<file path="src/rtl/core/utw_pkg.sv">
// ----------------------------------------------------------------------------
// UTF-8 text line wrapper package
// Shared codes, byte constants and the result list carried from the wrap
// core to the result buffer.
// ----------------------------------------------------------------------------
package utw_pkg;

  // Configuration register indexes
  localparam int unsigned CFG_IDX_W = 2;
  localparam logic [CFG_IDX_W-1:0] REG_WRAP_COLUMNS = 2'd0;
  localparam logic [CFG_IDX_W-1:0] REG_MAX_ROWS     = 2'd1;

  localparam int unsigned WRAP_COLUMNS_RESET = 40;
  localparam int unsigned MAX_ROWS_RESET     = 4;

  // Byte values that steer the decode
  localparam logic [7:0] BYTE_NUL   = 8'h00;
  localparam logic [7:0] BYTE_LF    = 8'h0A;
  localparam logic [7:0] BYTE_CONT  = 8'h80;
  localparam logic [7:0] BYTE_LEAD2 = 8'hC2;
  localparam logic [7:0] BYTE_LEAD3 = 8'hE0;
  localparam logic [7:0] BYTE_LEAD4 = 8'hF0;
  localparam logic [7:0] BYTE_LEAD5 = 8'hF8;
  localparam logic [7:0] BYTE_LEAD6 = 8'hFC;
  localparam logic [7:0] BYTE_LONE  = 8'hFE;

  // At most four results per input byte: one text or error byte and three breaks
  localparam int unsigned RES_MAX   = 4;
  localparam int unsigned RES_CNT_W = 3;

  typedef enum logic [1:0] {
    KIND_TEXT  = 2'd0,
    KIND_BREAK = 2'd1,
    KIND_ERROR = 2'd2
  } kind_e;

  typedef struct packed {
    logic [7:0] out_byte;
    kind_e      out_kind;
    logic       halted;
  } res_ent_t;

  typedef struct packed {
    logic [RES_CNT_W-1:0]     cnt;
    res_ent_t [RES_MAX-1:0]   ent;
  } res_list_t;

  // Sequence length in bytes of a valid lead byte
  function automatic logic [2:0] seq_len(input logic [7:0] b);
    logic [2:0] len;
    if (b < BYTE_CONT) begin
      len = 3'd1;
    end else if (b < BYTE_LEAD3) begin
      len = 3'd2;
    end else if (b < BYTE_LEAD4) begin
      len = 3'd3;
    end else if (b < BYTE_LEAD5) begin
      len = 3'd4;
    end else if (b < BYTE_LEAD6) begin
      len = 3'd5;
    end else if (b < BYTE_LONE) begin
      len = 3'd6;
    end else begin
      len = 3'd1;
    end
    return len;
  endfunction

endpackage

</file>
<file path="src/rtl/core/utw_if.sv">
// ----------------------------------------------------------------------------
// UTF-8 text line wrapper channels
// Valid/ready channels for the text input, the result output and the
// configuration write port.
// ----------------------------------------------------------------------------
interface utw_in_if;
  logic       valid;
  logic       ready;
  logic [7:0] in_byte;
  logic       in_last;

  modport source (output valid, output in_byte, output in_last, input ready);
  modport sink   (input valid, input in_byte, input in_last, output ready);
endinterface

interface utw_out_if;
  logic       valid;
  logic       ready;
  logic [7:0] out_byte;
  logic [1:0] out_kind;
  logic       run_last;
  logic       halted;

  modport source (output valid, output out_byte, output out_kind, output run_last,
                  output halted, input ready);
  modport sink   (input valid, input out_byte, input out_kind, input run_last,
                  input halted, output ready);
endinterface

interface utw_cfg_if #(
  parameter int unsigned DATA_W = 10
);
  logic                          valid;
  logic                          ready;
  logic [utw_pkg::CFG_IDX_W-1:0] reg_idx;
  logic [DATA_W-1:0]             wdata;

  modport source (output valid, output reg_idx, output wdata, input ready);
  modport sink   (input valid, input reg_idx, input wdata, output ready);
endinterface

</file>
<file path="src/rtl/core/utw_wrap_core.sv">
// ----------------------------------------------------------------------------
// UTF-8 wrap core
// Input register, line and chunk state, and the single-pass decode that
// turns one byte into its list of results.
// ----------------------------------------------------------------------------
module utw_wrap_core #(
  parameter int unsigned COLUMN_BITS = 10,
  parameter int unsigned ROW_BITS    = 8
) (
  input  logic                   clk_i,
  input  logic                   rst_ni,
  input  logic                   in_valid_i,
  output logic                   in_ready_o,
  input  logic [7:0]             in_byte_i,
  input  logic                   in_last_i,
  input  logic [COLUMN_BITS-1:0] wrap_cols_i,
  input  logic [ROW_BITS-1:0]    max_rows_i,
  input  logic                   buf_free_i,
  output logic                   load_o,
  output utw_pkg::res_list_t     list_o
);

  localparam int unsigned OFF_W = COLUMN_BITS + 1;

  logic                 valid_q;
  logic [7:0]           byte_q;
  logic                 last_q;
  logic [OFF_W-1:0]     off_q, off_d;
  logic [ROW_BITS-1:0]  rows_q, rows_d;
  logic [2:0]           btc_q, btc_d;
  logic                 stop_q, stop_d;

  logic                        adv;
  logic [OFF_W-1:0]            cols;
  logic [OFF_W-1:0]            off;
  logic [ROW_BITS-1:0]         rows;
  logic [2:0]                  btc;
  logic                        stop;
  logic                        close_req;
  logic                        ends;
  logic [utw_pkg::RES_CNT_W-1:0] n;
  utw_pkg::res_list_t          lst;

  always_comb begin
    cols = (wrap_cols_i == '0) ? OFF_W'(1) : {1'b0, wrap_cols_i};
    off  = off_q;
    rows = rows_q;
    btc  = btc_q;
    stop = stop_q;
    lst  = '0;
    n    = '0;
    close_req = 1'b0;
    ends = !stop_q && ((byte_q == utw_pkg::BYTE_LF) || last_q);

    if (!stop_q && (byte_q != utw_pkg::BYTE_LF)) begin
      priority if (btc != '0) begin
        lst.ent[n[1:0]] = '{out_byte: byte_q, out_kind: utw_pkg::KIND_TEXT, halted: 1'b0};
        n = n + 1'b1;
        btc = btc - 3'd1;
        close_req = (btc == '0);
      end else if ((byte_q == utw_pkg::BYTE_NUL) ||
                   ((byte_q >= utw_pkg::BYTE_CONT) && (byte_q < utw_pkg::BYTE_LEAD2))) begin
        stop = 1'b1;
        lst.ent[n[1:0]] = '{out_byte: 8'h00, out_kind: utw_pkg::KIND_ERROR, halted: 1'b1};
        n = n + 1'b1;
      end else begin
        lst.ent[n[1:0]] = '{out_byte: byte_q, out_kind: utw_pkg::KIND_TEXT, halted: 1'b0};
        n = n + 1'b1;
        off = off + ((byte_q < utw_pkg::BYTE_CONT) ? OFF_W'(1) : OFF_W'(2));
        btc = utw_pkg::seq_len(byte_q) - 3'd1;
        close_req = (btc == '0);
      end
    end

    // Ending the line completes a partial character
    if (ends && (btc != '0)) begin
      btc = '0;
      close_req = 1'b1;
    end

    // Close up to two chunk edges reached by the finished character
    if (close_req) begin
      for (int k = 0; k < 2; k++) begin
        if (!stop && (off >= cols)) begin
          rows = rows + 1'b1;
          if (rows >= max_rows_i) begin
            stop = 1'b1;
          end
          lst.ent[n[1:0]] = '{out_byte: utw_pkg::BYTE_LF, out_kind: utw_pkg::KIND_BREAK,
                              halted: stop};
          n = n + 1'b1;
          off = off - cols;
        end
      end
      if (off >= cols) begin
        off = cols - OFF_W'(1);
      end
    end

    // Break after a partly filled chunk at the end of the line
    if (ends) begin
      if ((off != '0) && !stop) begin
        rows = rows + 1'b1;
        if (rows >= max_rows_i) begin
          stop = 1'b1;
        end
        lst.ent[n[1:0]] = '{out_byte: utw_pkg::BYTE_LF, out_kind: utw_pkg::KIND_BREAK,
                            halted: stop};
        n = n + 1'b1;
      end
      off = '0;
    end

    lst.cnt = n;

    off_d  = last_q ? '0 : off;
    rows_d = last_q ? '0 : rows;
    btc_d  = last_q ? '0 : btc;
    stop_d = last_q ? 1'b0 : stop;
  end

  // A byte with no result leaves without waiting for the buffer
  assign adv        = valid_q && ((lst.cnt == '0) || buf_free_i);
  assign in_ready_o = !valid_q || adv;
  assign load_o     = adv && (lst.cnt != '0);
  assign list_o     = lst;

  always_ff @(posedge clk_i or negedge rst_ni) begin
    if (!rst_ni) begin
      valid_q <= 1'b0;
      off_q   <= '0;
      rows_q  <= '0;
      btc_q   <= '0;
      stop_q  <= 1'b0;
    end else begin
      if (in_ready_o) begin
        valid_q <= in_valid_i;
      end
      if (adv) begin
        off_q  <= off_d;
        rows_q <= rows_d;
        btc_q  <= btc_d;
        stop_q <= stop_d;
      end
    end
  end

  always_ff @(posedge clk_i) begin
    if (in_ready_o && in_valid_i) begin
      byte_q <= in_byte_i;
      last_q <= in_last_i;
    end
  end

endmodule

</file>
<file path="src/rtl/core/utw_result_buf.sv">
// ----------------------------------------------------------------------------
// UTF-8 wrap result buffer
// Holds the results of one byte and hands them out one per cycle while the output is ready.
// ----------------------------------------------------------------------------
module utw_result_buf (
  input  logic               clk_i,
  input  logic               rst_ni,
  input  logic               load_i,
  input  utw_pkg::res_list_t list_i,
  output logic               free_o,
  output logic               out_valid_o,
  input  logic               out_ready_i,
  output logic [7:0]         out_byte_o,
  output logic [1:0]         out_kind_o,
  output logic               run_last_o,
  output logic               halted_o
);

  logic [utw_pkg::RES_CNT_W-1:0]        cnt_q;
  utw_pkg::res_ent_t [utw_pkg::RES_MAX-1:0] ent_q;
  logic                                 take;

  assign take        = (cnt_q != '0) && out_ready_i;
  assign free_o      = (cnt_q == '0) || ((cnt_q == utw_pkg::RES_CNT_W'(1)) && out_ready_i);
  assign out_valid_o = (cnt_q != '0);
  assign out_byte_o  = ent_q[0].out_byte;
  assign out_kind_o  = ent_q[0].out_kind;
  assign halted_o    = ent_q[0].halted;
  assign run_last_o  = (cnt_q == utw_pkg::RES_CNT_W'(1));

  always_ff @(posedge clk_i or negedge rst_ni) begin
    if (!rst_ni) begin
      cnt_q <= '0;
    end else if (load_i) begin
      cnt_q <= list_i.cnt;
    end else if (take) begin
      cnt_q <= cnt_q - 1'b1;
    end
  end

  always_ff @(posedge clk_i) begin
    if (load_i) begin
      ent_q <= list_i.ent;
    end else if (take) begin
      for (int i = 0; i < utw_pkg::RES_MAX - 1; i++) begin
        ent_q[i] <= ent_q[i+1];
      end
    end
  end

endmodule

</file>
<file path="src/rtl/core/utf8_text_line_wrapper.sv">
// Throughput: one byte per cycle while each byte gives at most one result
//   and the output is ready; a byte with more results (up to four) holds
//   the input until its last result leaves the result buffer, which drains
//   one result per cycle while the output is ready.
// Reset: clears line state, row count and halt flag; wrap_columns returns to
//   40 and max_rows to 4.
// ----------------------------------------------------------------------------
// UTF-8 text line wrapper
// Wraps each source line of UTF-8 text into fixed-width chunks, inserting a
// line break after every chunk and halting after a row limit or a bad lead.
// ----------------------------------------------------------------------------
module utf8_text_line_wrapper #(
  parameter int unsigned COLUMN_BITS = 10,
  parameter int unsigned ROW_BITS    = 8
) (
  input  logic      clk_i,
  input  logic      rst_ni,
  utw_cfg_if.sink   cfg_i,
  utw_in_if.sink    in_i,
  utw_out_if.source out_o
);

  // Configuration registers; a write to an unknown index is taken and dropped
  logic [COLUMN_BITS-1:0] wrap_cols_q;
  logic [ROW_BITS-1:0]    max_rows_q;

  assign cfg_i.ready = 1'b1;

  always_ff @(posedge clk_i or negedge rst_ni) begin
    if (!rst_ni) begin
      wrap_cols_q <= COLUMN_BITS'(utw_pkg::WRAP_COLUMNS_RESET);
      max_rows_q  <= ROW_BITS'(utw_pkg::MAX_ROWS_RESET);
    end else if (cfg_i.valid) begin
      if (cfg_i.reg_idx == utw_pkg::REG_WRAP_COLUMNS) begin
        wrap_cols_q <= cfg_i.wdata[COLUMN_BITS-1:0];
      end
      if (cfg_i.reg_idx == utw_pkg::REG_MAX_ROWS) begin
        max_rows_q <= cfg_i.wdata[ROW_BITS-1:0];
      end
    end
  end

  // Decode each request in one pass and hand its result list to the buffer
  logic               buf_free;
  logic               load;
  utw_pkg::res_list_t list;

  utw_wrap_core #(
    .COLUMN_BITS(COLUMN_BITS),
    .ROW_BITS   (ROW_BITS)
  ) u_core (
    .clk_i      (clk_i),
    .rst_ni     (rst_ni),
    .in_valid_i (in_i.valid),
    .in_ready_o (in_i.ready),
    .in_byte_i  (in_i.in_byte),
    .in_last_i  (in_i.in_last),
    .wrap_cols_i(wrap_cols_q),
    .max_rows_i (max_rows_q),
    .buf_free_i (buf_free),
    .load_o     (load),
    .list_o     (list)
  );

  // Results leave from registers; the buffer reloads in the cycle it drains
  utw_result_buf u_buf (
    .clk_i      (clk_i),
    .rst_ni     (rst_ni),
    .load_i     (load),
    .list_i     (list),
    .free_o     (buf_free),
    .out_valid_o(out_o.valid),
    .out_ready_i(out_o.ready),
    .out_byte_o (out_o.out_byte),
    .out_kind_o (out_o.out_kind),
    .run_last_o (out_o.run_last),
    .halted_o   (out_o.halted)
  );

endmodule

</file>
<file path="src/flat_wrapper.sv">
// flat-port wrapper written by rule: the top's interface ports become plain ports
module utf8_text_line_wrapper_flat 
#(
  parameter int unsigned COLUMN_BITS = 10,
  parameter int unsigned ROW_BITS    = 8
)
  (clk_i, rst_ni, cfg_i_valid, cfg_i_reg_idx, cfg_i_wdata, cfg_i_ready, in_i_valid, in_i_in_byte, in_i_in_last, in_i_ready, out_o_valid, out_o_out_byte, out_o_out_kind, out_o_run_last, out_o_halted, out_o_ready);
  utw_cfg_if #(.DATA_W(COLUMN_BITS)) cfg_i_i ();
  utw_in_if in_i_i ();
  utw_out_if out_o_i ();
  input  logic clk_i;
  input  logic rst_ni;
  input wire logic [$bits(cfg_i_i.valid)-1:0] cfg_i_valid;
  input wire logic [$bits(cfg_i_i.reg_idx)-1:0] cfg_i_reg_idx;
  input wire logic [$bits(cfg_i_i.wdata)-1:0] cfg_i_wdata;
  output wire logic [$bits(cfg_i_i.ready)-1:0] cfg_i_ready;
  input wire logic [$bits(in_i_i.valid)-1:0] in_i_valid;
  input wire logic [$bits(in_i_i.in_byte)-1:0] in_i_in_byte;
  input wire logic [$bits(in_i_i.in_last)-1:0] in_i_in_last;
  output wire logic [$bits(in_i_i.ready)-1:0] in_i_ready;
  output wire logic [$bits(out_o_i.valid)-1:0] out_o_valid;
  output wire logic [$bits(out_o_i.out_byte)-1:0] out_o_out_byte;
  output wire logic [$bits(out_o_i.out_kind)-1:0] out_o_out_kind;
  output wire logic [$bits(out_o_i.run_last)-1:0] out_o_run_last;
  output wire logic [$bits(out_o_i.halted)-1:0] out_o_halted;
  input wire logic [$bits(out_o_i.ready)-1:0] out_o_ready;
  assign cfg_i_i.valid = cfg_i_valid;
  assign cfg_i_i.reg_idx = cfg_i_reg_idx;
  assign cfg_i_i.wdata = cfg_i_wdata;
  assign cfg_i_ready = cfg_i_i.ready;
  assign in_i_i.valid = in_i_valid;
  assign in_i_i.in_byte = in_i_in_byte;
  assign in_i_i.in_last = in_i_in_last;
  assign in_i_ready = in_i_i.ready;
  assign out_o_valid = out_o_i.valid;
  assign out_o_out_byte = out_o_i.out_byte;
  assign out_o_out_kind = out_o_i.out_kind;
  assign out_o_run_last = out_o_i.run_last;
  assign out_o_halted = out_o_i.halted;
  assign out_o_i.ready = out_o_ready;
  utf8_text_line_wrapper #(.COLUMN_BITS(COLUMN_BITS), .ROW_BITS(ROW_BITS)) u_core (.clk_i(clk_i), .rst_ni(rst_ni), .cfg_i(cfg_i_i), .in_i(in_i_i), .out_o(out_o_i));
endmodule
</file>
<file path="config.mk">
export PLATFORM = sky130hd
export DESIGN_NAME = utf8_text_line_wrapper_flat
export DESIGN_NICKNAME = d
export VERILOG_FILES = /design/src/rtl/core/utw_pkg.sv /design/src/rtl/core/utw_if.sv /design/src/rtl/core/utw_wrap_core.sv /design/src/rtl/core/utw_result_buf.sv /design/src/rtl/core/utf8_text_line_wrapper.sv /design/src/flat_wrapper.sv
export SDC_FILE = /design/constraint.sdc
export NUM_CORES = 1
export LEC_CHECK = 0
export BUFFER_PORTS_ARGS = -buffer_cell sky130_fd_sc_hd__buf_2
export CORE_MARGIN = 4
export CORE_UTILIZATION = 30
export DETAILED_ROUTE_END_ITERATION = 12
export GPL_TIMING_DRIVEN = 0
export PLACE_DENSITY_LB_ADDON = 0.15
export SLEW_MARGIN = 20
export SYNTH_ARGS = -nofsm -noshare
export SYNTH_HDL_FRONTEND = slang
export SYNTH_HIERARCHICAL = 1
export SYNTH_SLANG_ARGS = --single-unit
</file>
<file path="constraint.sdc">
create_clock -name clk_i -period 23.4 [get_ports clk_i]
set_input_delay 5.85 -clock clk_i [delete_from_list [all_inputs] [get_ports clk_i]]
set_output_delay 5.85 -clock clk_i [all_outputs]
set_load 0.02 [all_outputs]
</file>
==> results.md <==
* R2R cell count at 41
* RSZ-0062 raised after global routing: false
* Top Family by Delay on Critical Path: compound AO/OA/AOI/OAI gates
* Total track usage at between 10% and 20%
* H-tree Lvls at 3
* Ys Warns at 6
* Layout Cells excl Fill at 1394
* Synth area leaders: edfxtp_1, dfrtp_1, ha_1
* Mean Syn Cell Area at 9.528 µm²
* Crit path max-delay cell type: o31ai_1
* FF+latch area at 2721 µm²
* Hold Crit Class: reg -> reg
* Post-synth top cells: ha_1, mux2_2, nand2_1
* Seq/Total Area, Yosys at 30.61%
* Hold Path Cell Cnt at 1
* Clock Skews at 0.01487 ns
* Maxcap violations at 0
* Antenna violations before repair at 0
* WP depth at 37
* Area Growth Syn to Fin at 12.40%
* Core box area at just under 30000 µm²
* Horiz. Die Dim at 180.1 µm
* Period utilisation layout at 73.82%
* Crit path top cell by count: ha_1
* Post-synth top area share at roughly 18%
* Fin area at 9992 µm²
* Clock slew at reported path FFs at roughly 0.080 ns
* Cell variety after synth at 96
* Most used DFF post-synth: edfxtp_1
* Max Freq at 0.05789 GHz
* PostCTS Resize Cnt at 0
* WP buf/inv at 5
* Buffers on Ports at 39
* Count leader, synth: ha_1
* Crit Path Class: reg -> out
* WP data required at 17.55 ns
* Area leader, netlist: edfxtp_1
* Residual DRC count at 0
* Final Hold Violating Endpoints at 0
* Die Y at 180.1 µm
* Max incr delay on CP at 0.58 ns
* Crit-path max FO at 10
* Initial core utilization at just over 30%
* Vias at 7147
* Slew Limit Fails at 0
* Final setup viols at 0
* # IOs at just over 40
* Synth Instances at around 930
* Die area at between 30000 and 40000 µm²
* Status: completed
* Row count at a little over 60
* Nets at 1110
* Clk sinks at a little under 100
* Starting DRC count in detailed routing at 491
* DP HPWL at 19.76 mm
* First-pass GRT wire length at ~40 mm
* TritonRoute pass-1 iters at 5
* # diodes at 0
* Final ANT Viol Nets at 0
* CP startpoint kind: register
* Placed Area at 9686 µm²
* #FFs+latches synth at 98
* Cells after DPL at 1378
* Root buf cell: clkbuf_16
* DR WL/cell at 18.16 µm
* CTS tree: built
* Clk_lat worst skew at around 0.36 ns
* Post CTS Setup Buffer Count at 0
* Vias per cell at approximately 5.1
* Grt total ovfl at 0
* Clk buf depth at 2
* Async S/R FF share, synth at about 46%
* Largest net degree at the start of global routing at 46
* Area of the multi-input gates at 5525 µm²
* CP Data Arrival Time at 11.42 ns
* Vias in the first global route at between 7000 and 8000
* Post-synth EDFFs at 53
* Synthesized area at about 8900 µm²
* Reg2reg setup slack at between 10 and 15 ns
* Fin crit period at roughly 17 ns
* TritonCTS Buffers at 9
* DRT Wirelength at 25.31 mm
* Filler instances at 3005
* Final hold slack at between 0.5 and 0.6 ns
* CP Capture Type: primary output
* CTS Hold Buffers Added at 0
* Max transition margin at 31.65%
* Total Neg Setup Slack at 0 ns
* GP Congestion at 0.8841
* Worst-Margin Slew at 1.025 ns
* Layout cells sized above 1 at roughly a fifth
[flip-flops by register name, indices dropped and copies added, names as in the netlist]
name,cells
u_core/u_core/valid_q,1
u_core/u_buf/out_byte_o,8
u_core/u_buf/ent_q,33
u_core/u_core/off_q,11
u_core/u_core/byte_q,8
u_core/max_rows_q,8
u_core/u_core/last_q,1
u_core/u_buf/out_kind_o,2
u_core/u_buf/cnt_q,3
u_core/u_core/stop_q,1
u_core/wrap_cols_q,10
u_core/u_core/btc_q,3
u_core/u_buf/halted_o,1
u_core/u_core/rows_q,8
[layout make-up]
class / count / share of cell area, %
Tap cell: 384 / 4.808
Buffer: 78 / 5.347
Clock buffer: 9 / 2.254
Clock inverter: 7 / 0.8139
Timing Repair Buffer: 41 / 2.329
Inverter: 51 / 1.916
Sequential cell: 98 / 27.24
Multi-Input combinational cell: 726 / 55.30
[cells in the final DEF, fill, tap and decap left out, types with 4 or more instances in the layout]
cell type / netlist / final
a211oi_1: 5 / 5
a21o_1: 16 / 16
a21oi_1: 50 / 50
a31oi_1: 18 / 18
a41oi_1: 6 / 6
and2_1: 15 / 15
and3_1: 10 / 10
buf_2: 7 / 45
buf_4: 41 / 43
buf_6: 7 / 7
clkbuf_1: 19 / 19
clkbuf_16: 0 / 9
conb_1: 2 / 22
dfrtp_1: 42 / 42
edfxtp_1: 53 / 53
ha_1: 76 / 76
inv_1: 49 / 49
mux2_2: 60 / 60
mux2i_1: 11 / 11
nand2_1: 56 / 56
nand2b_1: 13 / 12
nand3_1: 22 / 22
nand3b_1: 7 / 7
nand4_1: 6 / 6
nor2_1: 47 / 47
nor2b_1: 13 / 13
nor3_1: 17 / 16
nor4_1: 8 / 8
o211ai_1: 5 / 5
o21a_1: 8 / 8
o21ai_0: 46 / 46
o21ai_1: 9 / 9
o22ai_1: 4 / 4
o31ai_1: 21 / 21
xnor2_1: 46 / 46
xor2_1: 21 / 21
[worst paths after layout]
| path | from | endpoint |
|---|---|---|
| max in group asynchronous | rst_ni | u_core/u_core/off_q[9] |
| min | u_core/max_rows_q[7] | u_core/max_rows_q[7] |
| min in group asynchronous | rst_ni | u_core/wrap_cols_q[9] |
| max | u_core/u_core/byte_q[7] | in_i_ready |
| max reg2reg | u_core/u_core/byte_q[7] | u_core/u_buf/out_byte_o[5] |
| min reg2reg | u_core/max_rows_q[7] | u_core/max_rows_q[7] |
[per-stage QoR]
stage / util, % / setup slack (ns)
detailed placement: 33.47 / 6.534
floorplan: - / 8.912
CTS: 34.53 / 6.113
global placement: 33.32 / 6.410
finish: 34.53 / 6.125
global route: 34.53 / 5.467
[per-layer routing]
metal | share of wire [%] | GRT usage [%] | vias to the layer above | wire length, µm
met5 | 0 | 0 | - | 0
met4 | 2.2 | 4.567 | 0 | 568
met3 | 3.6 | 2.160 | 34 | 920
met2 | 46 | 25.65 | 144 | 11700
met1 | 48 | 21.20 | 3441 | 12120
li1 | - | - | 3528 | -
[cells by family after synthesis]
group | count (synthesis) | synth area share (%)
fa+ha+maj | 79 | 11.37
xor+xnor | 67 | 6.601
buf+inv | 129 | 8.163
flops | 98 | 30.61
compound gates | 239 | 18.90
mux | 74 | 9.219
other cells | 2 | 0.08448
simple gates | 245 | 15.05
Power is left out: the tool's default activity adds up to more than one toggle a clock period on the data nets, which glitch-free logic cannot reach.
